## config.mk

```make
export PLATFORM = sky130hd
export DESIGN_NAME = fnbe_divider
export DESIGN_NICKNAME = d
export VERILOG_FILES = /design/src/fnbe_pkg.sv /design/src/fnbe_divider.sv
export SDC_FILE = /design/constraint.sdc
export NUM_CORES = 1
export LEC_CHECK = 0
export BUFFER_PORTS_ARGS = -buffer_cell sky130_fd_sc_hd__buf_2
export CORE_ASPECT_RATIO = 0.6
export CORE_MARGIN = 1
export CORE_UTILIZATION = 30
export DETAILED_ROUTE_END_ITERATION = 8
export GPL_TIMING_DRIVEN = 0
export SETUP_SLACK_MARGIN = 0.4
export SLEW_MARGIN = 0
export SYNTH_ARGS = -nofsm -noshare
export SYNTH_HDL_FRONTEND = slang
export SYNTH_SLANG_ARGS = --single-unit
```

## constraint.sdc

```tcl
create_clock -name clk -period 3.3 [get_ports clk]
set_input_delay 0.165 -clock clk [delete_from_list [all_inputs] [get_ports clk]]
set_output_delay 0.165 -clock clk [all_outputs]
set_load 0.03 [all_outputs]
```

## src/fnbe_pkg.sv

```systemverilog
// Package for the flow shop bound evaluator: field widths, codes and FSM states.
// No dependencies.
`timescale 1ns / 1ps
package fnbe_pkg;
  localparam int unsigned MaxJobs  = 64;
  localparam int unsigned TimeBits = 16;
  localparam int unsigned DoneBits = 24;
  localparam int unsigned SumBits  = 22;
  localparam int unsigned PrioBits = 41;
  localparam int unsigned DivBits  = 64;

  typedef enum logic [1:0] {
    ACT_LOAD   = 2'd0,
    ACT_ROOT   = 2'd1,
    ACT_APPEND = 2'd2,
    ACT_NONE   = 2'd3
  } action_t;

  typedef enum logic [1:0] {
    ST_OK      = 2'd0,
    ST_BAD_JOB = 2'd1,
    ST_NO_FREE = 2'd2
  } status_t;

  localparam logic [0:0] CFG_JOB_COUNT = 1'b0;
  localparam logic [0:0] CFG_PRIO      = 1'b1;

  typedef enum logic [3:0] {
    S_IDLE, S_ROOT, S_CHECK, S_APPEND, S_SCAN, S_BOUND,
    S_MUL1, S_MUL2, S_DIV, S_PRIO, S_LAST, S_OUT
  } state_t;
endpackage

```

## src/fnbe_divider.sv

```systemverilog
// Restoring divider, one quotient bit per cycle, for the weighted priority.
// Depends on fnbe_pkg.
`timescale 1ns / 1ps
module fnbe_divider (
  input  logic                          clk,
  input  logic                          rst_n,
  input  logic                          start,
  input  logic [fnbe_pkg::DivBits-1:0]  dividend,
  input  logic [7:0]                    divisor,
  output logic                          busy,
  output logic [fnbe_pkg::DivBits-1:0]  quotient
);
  logic [fnbe_pkg::DivBits-1:0] q_r, q_nxt;
  logic [8:0] rem_r, rem_nxt;
  logic [6:0] cnt_r, cnt_nxt;
  logic busy_r, busy_nxt;
  logic [8:0] trial;

  always_comb begin
    q_nxt = q_r;
    rem_nxt = rem_r;
    cnt_nxt = cnt_r;
    busy_nxt = busy_r;
    trial = {rem_r[7:0], q_r[fnbe_pkg::DivBits-1]};
    if (start) begin
      q_nxt = dividend;
      rem_nxt = '0;
      cnt_nxt = 7'(fnbe_pkg::DivBits);
      busy_nxt = 1'b1;
    end else if (busy_r) begin
      if (trial >= {1'b0, divisor}) begin
        rem_nxt = trial - {1'b0, divisor};
        q_nxt = {q_r[fnbe_pkg::DivBits-2:0], 1'b1};
      end else begin
        rem_nxt = trial;
        q_nxt = {q_r[fnbe_pkg::DivBits-2:0], 1'b0};
      end
      cnt_nxt = cnt_r - 7'd1;
      if (cnt_r == 7'd1) busy_nxt = 1'b0;
    end
  end

  always_ff @(posedge clk) begin
    if (!rst_n) begin
      busy_r <= 1'b0;
      cnt_r <= '0;
    end else begin
      busy_r <= busy_nxt;
      cnt_r <= cnt_nxt;
    end
    q_r <= q_nxt;
    rem_r <= rem_nxt;
  end

  assign busy = busy_r;
  assign quotient = q_r;
endmodule

```

==> run_results.csv, run 1 <==
group,metric,value,unit
floorplanning,dieHeight,89.05,um
place,gp_congestion,0.7741,
layout,nets,503,
clocking,cts_made_buffers,9,
layout,final_cell_area,4994,sq um
clocking,tritoncts,"done",
worst_hold_path,hold_path.class,"primary input to flip-flop",
clocking,cts_resized,0,
clocking,cts.sinks,80,
global_route,grt_use_met1,18.18,%
floorplanning,core_area,12180,sq um
setup_path,critPathMaxFanout,10,
clocking,clock_latency,330,ps
setup_path,worstPathRequired,3390,ps
routing,avgRoutedWirePerCell,14.42,um
global_route,grt_busiest_layer,"met2",
global_route,grt_pass1_wl,12770,um
sta,max_slew_margin,56.91,%
clocking,clk_pin_slew,70,ps
sta,setup_viol,0,
sta,worst_pin_slew,646.3,ps
clocking,clockRootBuffer,"clkbuf_16",
setup_path,arrival,2060,ps
layout,layout_commonest_cell,"buf_2",
clocking,clk_path_buf_depth,2,
layout,fillers,1176,
logic_synthesis,synthMuxAreaShare,20.74,%
power,p_per_area,555.4,nW/um^2
floorplanning,start_util,31.11,%
logic_synthesis,synth_top_family_by_area,"multiplexers",
logic_synthesis,synth-simple-area-share,5.812,%
layout,area_growth,31.80,%
place,dpl.hpwl,6316,um
sta,rsz0062_at_grt,"no",
layout,diodes,0,
setup_path,cp-start-kind,"flip-flop",
routing,via_per_inst,4.503,
sta,finalHoldViolations,0,
clocking,cts-hold-fix-buffers,0,
sta,tns,0,ps
routing,drc,0,
clocking,post_cts_buffers,0,
floorplanning,row_count,31,
logic_synthesis,syn_inst,267,
outcome,status,"finished, final reports clean",
global_route,overflow,0,
routing,drt_iter0_drc,110,
logic_synthesis,syn_nets,353,
clocking,h-tree-depth,3,
job,drv_cap,0,
setup_path,worstSetupPathType,"flip-flop to flip-flop",
global_route,grtUsageMet3,3.980,%
logic_synthesis,yosysUniqueCellTypes,41,
global_route,gr-usage-all-layers,12.95,%
global_route,grt_start_max_net_pins,39,
layout,drive_gt1_share,54.39,%
logic_synthesis,synth_xor_area_share,2.543,%
routing,routed_wl,8448,um
routing,num_vias,2639,
global_route,met2_usage,18.87,%
logic_synthesis,yosysSeqAreaShare,59.18,%
sta,clock_skew,9.462,ps
global_route,antenna_found_initial,0,
place,dpl_cell_area,4706,sq um
sta,period_share,59.82,%
logic_synthesis,yosys_warnings,0,
power,ir_drop,0.2232,mV
logic_synthesis,synth_adder_area_share,3.831,%
routing,firstDrtPassIters,4,
logic_synthesis,syn_area_per_cell,14.19,sq um
power,p_leak,0.002089,uW
floorplanning,num_io_pins,140,
sta,period_needed,1974,ps
logic_synthesis,synth_compound_area_share,5.284,%
setup_path,endpoint_kind,"flip-flop",
sta,fmax,0.5065,GHz
logic_synthesis,synth_seq_cells,80,
logic_synthesis,syn_area,3789,sq um
sta,drv_slew,0,
routing,ant_nets,0,
floorplanning,design.die.area,13100,sq um
floorplanning,die_w,147.1,um
place,io_buffers,138,
layout,mostFrequentLayoutCells,"139 x buf_2, 64 x mux2_2, 64 x edfxtp_1, 16 x nor2_1, 16 x dfxtp_1",
global_route,first_global_vias,2454,
==> Yosys cell counts, drive strengths merged <==
cell,number,area [sq um]
buf,5,27.52
nor2b,4,25.02
mux2i,5,50.05
edfxtp,64,1922
fa,1,20.02
o31ai,1,12.51
o2111a,1,11.26
mux2,65,735.7
o2bb2a,1,11.26
xor2,5,43.79
a31oi,2,12.51
nand2,10,37.54
and3,1,6.260
nand3,2,10.01
o21a,1,7.510
ha,10,125.1
a21o,3,22.52
o32ai,1,8.760
a211oi,4,35.03
dfxtp,16,320.3
nor3,3,15.01
nand2b,4,25.02
nor2,16,60.06
a21oi,2,10.01
or2,3,18.77
clkbuf,5,18.77
a22o,1,8.760
a221oi,1,15.01
nor4b,1,8.760
o221ai,1,8.760
nand3b,1,7.510
inv,14,52.55
o211ai,1,7.510
nor4,1,6.260
o21ai,5,28.78
xnor2,6,52.55
==> layer usage <==
metal / routed length [um] / vias to the layer above / part of all wire, %
li1: - / 1295 / -
met1: 4259 / 1222 / 50
met2: 3479 / 112 / 41
met3: 612 / 10 / 7.2
met4: 96 / 0 / 1.1
met5: 0 / - / 0
==> state kept, by name, summed over array words and instances, names as in the netlist <==
signal    count
quotient     64
cnt_r         7
rem_r         8
busy          1
==> layout make-up <==
type | instances | area, sq um | area share (%)
Inverter | 14 | 52.55 | 1.052
Tap cell | 165 | 206.4 | 4.134
Clock inverter | 5 | 58.81 | 1.178
Sequential cell | 80 | 2242 | 44.90
Buffer | 10 | 46.29 | 0.9271
Multi-Input combinational cell | 163 | 1448 | 28.99
Clock buffer | 10 | 229.0 | 4.585
Timing Repair Buffer | 139 | 710.7 | 14.23
==> cell families (layout without fill, tap and decap cells) <==
group           count (synthesis)  after routing
mux                            70             70
compound gates                 25             25
fa+ha+maj                      11             11
simple gates                   46             46
flops                          80             80
xor+xnor                       11             11
buf+inv                        24            178
==> metrics by stage <==
stage	hold slack, ps	setup slack, ps	util [%]	power [uW]	std cells
after floorplan	282.5	885.2	-	1648	267
after global placement	404.6	30.86	38.47	1816	570
after detailed placement	406.0	1172	38.64	1827	571
after CTS	51.43	1312	41.00	2822	586
after global routing	62.67	1201	41.00	2902	586
final	59.51	1326	41.00	2774	586
==> worst max-delay path, cell delays in order, from the launching register on <==
cell and delay [ps]:
dfxtp_1 340, ha_1 370, and3_1 240, a221oi_2 250
o21ai_2 120, buf_6 160, mux2_2 260
==> where the power goes <==
group | total, uW | switching [uW] | internal (uW)
registers | 1260 | 50.9 | 1210
clock network | 970 | 388 | 582
logic | 543 | 334 | 210
==> final timing paths <==
kind,to,slack [ps],cells past startpoint,start
hold reg to reg,rem_r[3]$_SDFFE_PP0P_,490,2,rem_r[3]$_SDFFE_PP0P_
setup / recovery,quotient[0]$_DFFE_PP_,1330,6,rem_r[4]$_SDFFE_PP0P_
setup reg to reg,quotient[0]$_DFFE_PP_,1330,6,rem_r[4]$_SDFFE_PP0P_
hold / removal,cnt_r[6]$_SDFFE_PN0P_,60,2,rst_n
(Power assumes the default switching activity.)
==> run 2: changes to the inputs <==
==> constraint.sdc (replaced) <==
create_clock -name clk -period 2.1 [get_ports clk]
set_input_delay 0.105 -clock clk [delete_from_list [all_inputs] [get_ports clk]]
set_output_delay 0.105 -clock clk [all_outputs]
set_load 0.03 [all_outputs]
==> run 2 against run 1 <==
Combinational power is 68% higher. Global-route usage grew 1.5 points. Utilization grew 2.4 points. Worst hold slack improved by 15 ps. Count of clock-buffer cells in the layout is 2 higher. Final cell count up 2.2%.
==> run_results.csv, run 2 (same netlist as run 1, synthesis figures left out) <==
group,metric,value,unit
layout,largest_reg_flops,64,
setup_path,crit_chain,"ha_4 > and3_4 > nand3_1 > o21ai_2 > buf_6 > mux2i_2 > a211oi_2",
floorplanning,num_io_pins,140,
clocking,clockRootBuffer,"clkbuf_16",
sta,fmax,0.5498,GHz
place,io_buffers,138,
global_route,gr-usage-all-layers,14.49,%
setup_path,worstPathRequired,2280,ps
global_route,antenna_found_initial,0,
place,dpl_cell_area,4743,sq um
sta,max_slew_margin,55.03,%
layout,fin_cells,599,
sta,period_share,86.62,%
setup_path,cp_num_buf_inv,1,
sta,rsz0062_at_grt,"yes",
clocking,h-tree-depth,3,
routing,num_vias,2736,
global_route,grt_start_max_net_pins,44,
layout,final_cell_area,5288,sq um
layout,mostFrequentLayoutCells,"139 x buf_2, 64 x mux2_2, 64 x edfxtp_1, 15 x nor2_1",
clocking,tritoncts,"done",
sta,period_needed,1819,ps
floorplanning,dieHeight,89.05,um
sta,clock_skew,7.297,ps
floorplanning,row_count,31,
layout,diodes,0,
setup_path,critPathMaxFanout,10,
setup_path,endpoint_kind,"flip-flop",
clocking,cts.sinks,80,
sta,worst_pin_slew,674.5,ps
setup_path,worstSetupPathType,"flip-flop to flip-flop",
floorplanning,start_util,31.11,%
layout,layout_commonest_cell,"buf_2",
place,dp_cells,571,
routing,routed_wl,9310,um
outcome,status,"finished, final reports clean",
routing,drt_iter0_drc,79,
layout,drive_gt1_share,60.60,%
sta,setup_viol,0,
setup_path,slowest_stage,"dfxtp_4",
power,p_leak,0.002188,uW
place,dpl.hpwl,6599,um
routing,avgRoutedWirePerCell,15.54,um
clocking,clock_latency,330,ps
layout,area_growth,39.56,%
clocking,clk_pin_slew,60,ps
routing,via_per_inst,4.568,
global_route,overflow,0,
setup_path,crit_family,"flip-flops",
clocking,cts_made_buffers,9,
clocking,clk_path_buf_depth,2,
routing,ant_nets,0,
layout,nets,515,
power,p_per_area,885.7,nW/um^2
global_route,grt_pass1_wl,14120,um
sta,finalHoldViolations,0,
global_route,first_global_vias,2602,
floorplanning,core_area,12180,sq um
job,drv_cap,0,
routing,drc,0,
sta,drv_slew,0,
floorplanning,die_w,147.1,um
worst_hold_path,hold_path.class,"primary input to flip-flop",
sta,tns,0,ps
routing,firstDrtPassIters,4,
setup_path,arrival,2000,ps
place,gp_congestion,0.7671,
setup_path,cp-start-kind,"flip-flop",
power,ir_drop,0.4583,mV
setup_path,critPathMaxStageDelay,360,ps
floorplanning,design.die.area,13100,sq um
## run 2: path summary, 6_finish.rpt
kind	from	endpoint	slack [ps]	cells past startpoint
worst max-delay path	rem_r[4]$_SDFFE_PP0P_	rem_r[2]$_SDFFE_PP0P_	280	7
worst min-delay path	dividend[4]	quotient[4]$_DFFE_PP_	70	2
worst max register to register	rem_r[4]$_SDFFE_PP0P_	rem_r[2]$_SDFFE_PP0P_	280	7
worst min register to register	rem_r[6]$_SDFFE_PP0P_	rem_r[6]$_SDFFE_PP0P_	500	2
## run 2: area by class of cell
type	count	area (sq um)
flip-flops and latches	80	2262
plain buffers	10	46.29
inverters	14	56.30
repair buffers	150	795.8
fillers	1175	6892
multi-input cells	163	1560
clock inverters	4	52.55
clock buffers	12	300.3
repair inverters	1	7.507
well taps	165	206.4
## run 2: report_power, final
part	leakage (uW)	switching, uW	internal (uW)
clock	0.000175	647	1140
sequential	0.000779	84.6	1900
combinational	0.00123	548	365
total	0.00219	1280	3400
## run 2: metal layers
layer  vias to the layer above  track usage (%)  share of wire (%)
met5                         -                0                  0
met4                         0            4.217               0.75
met3                         7            4.388                5.7
met2                        97            22.73                 44
met1                      1313            19.48                 49
li1                       1319                -                  -
## run 2: timing repair
| action | CTS | global route |
|---|---|---|
| pin swaps | 2 | 2 |
| hold buffers | 1 | 0 |
| hold endpoints to repair | 1 | 0 |
| gates resized for setup | 14 | 6 |
| setup endpoints to repair | 52 | 47 |
| gates cloned | 1 | 0 |
| setup buffers | 7 | 3 |
## run 2: through the flow
step	power, uW	util [%]	setup slack, ps	hold WS (ps)
after floorplan	2601	-	219.8	222.5
after global placement	2877	38.78	-545.1	343.8
after detailed placement	2893	38.95	99.02	347.4
after CTS	4753	43.08	288.4	55.18
after global routing	4889	43.41	228.5	60.33
final	4683	43.41	281.1	74.36
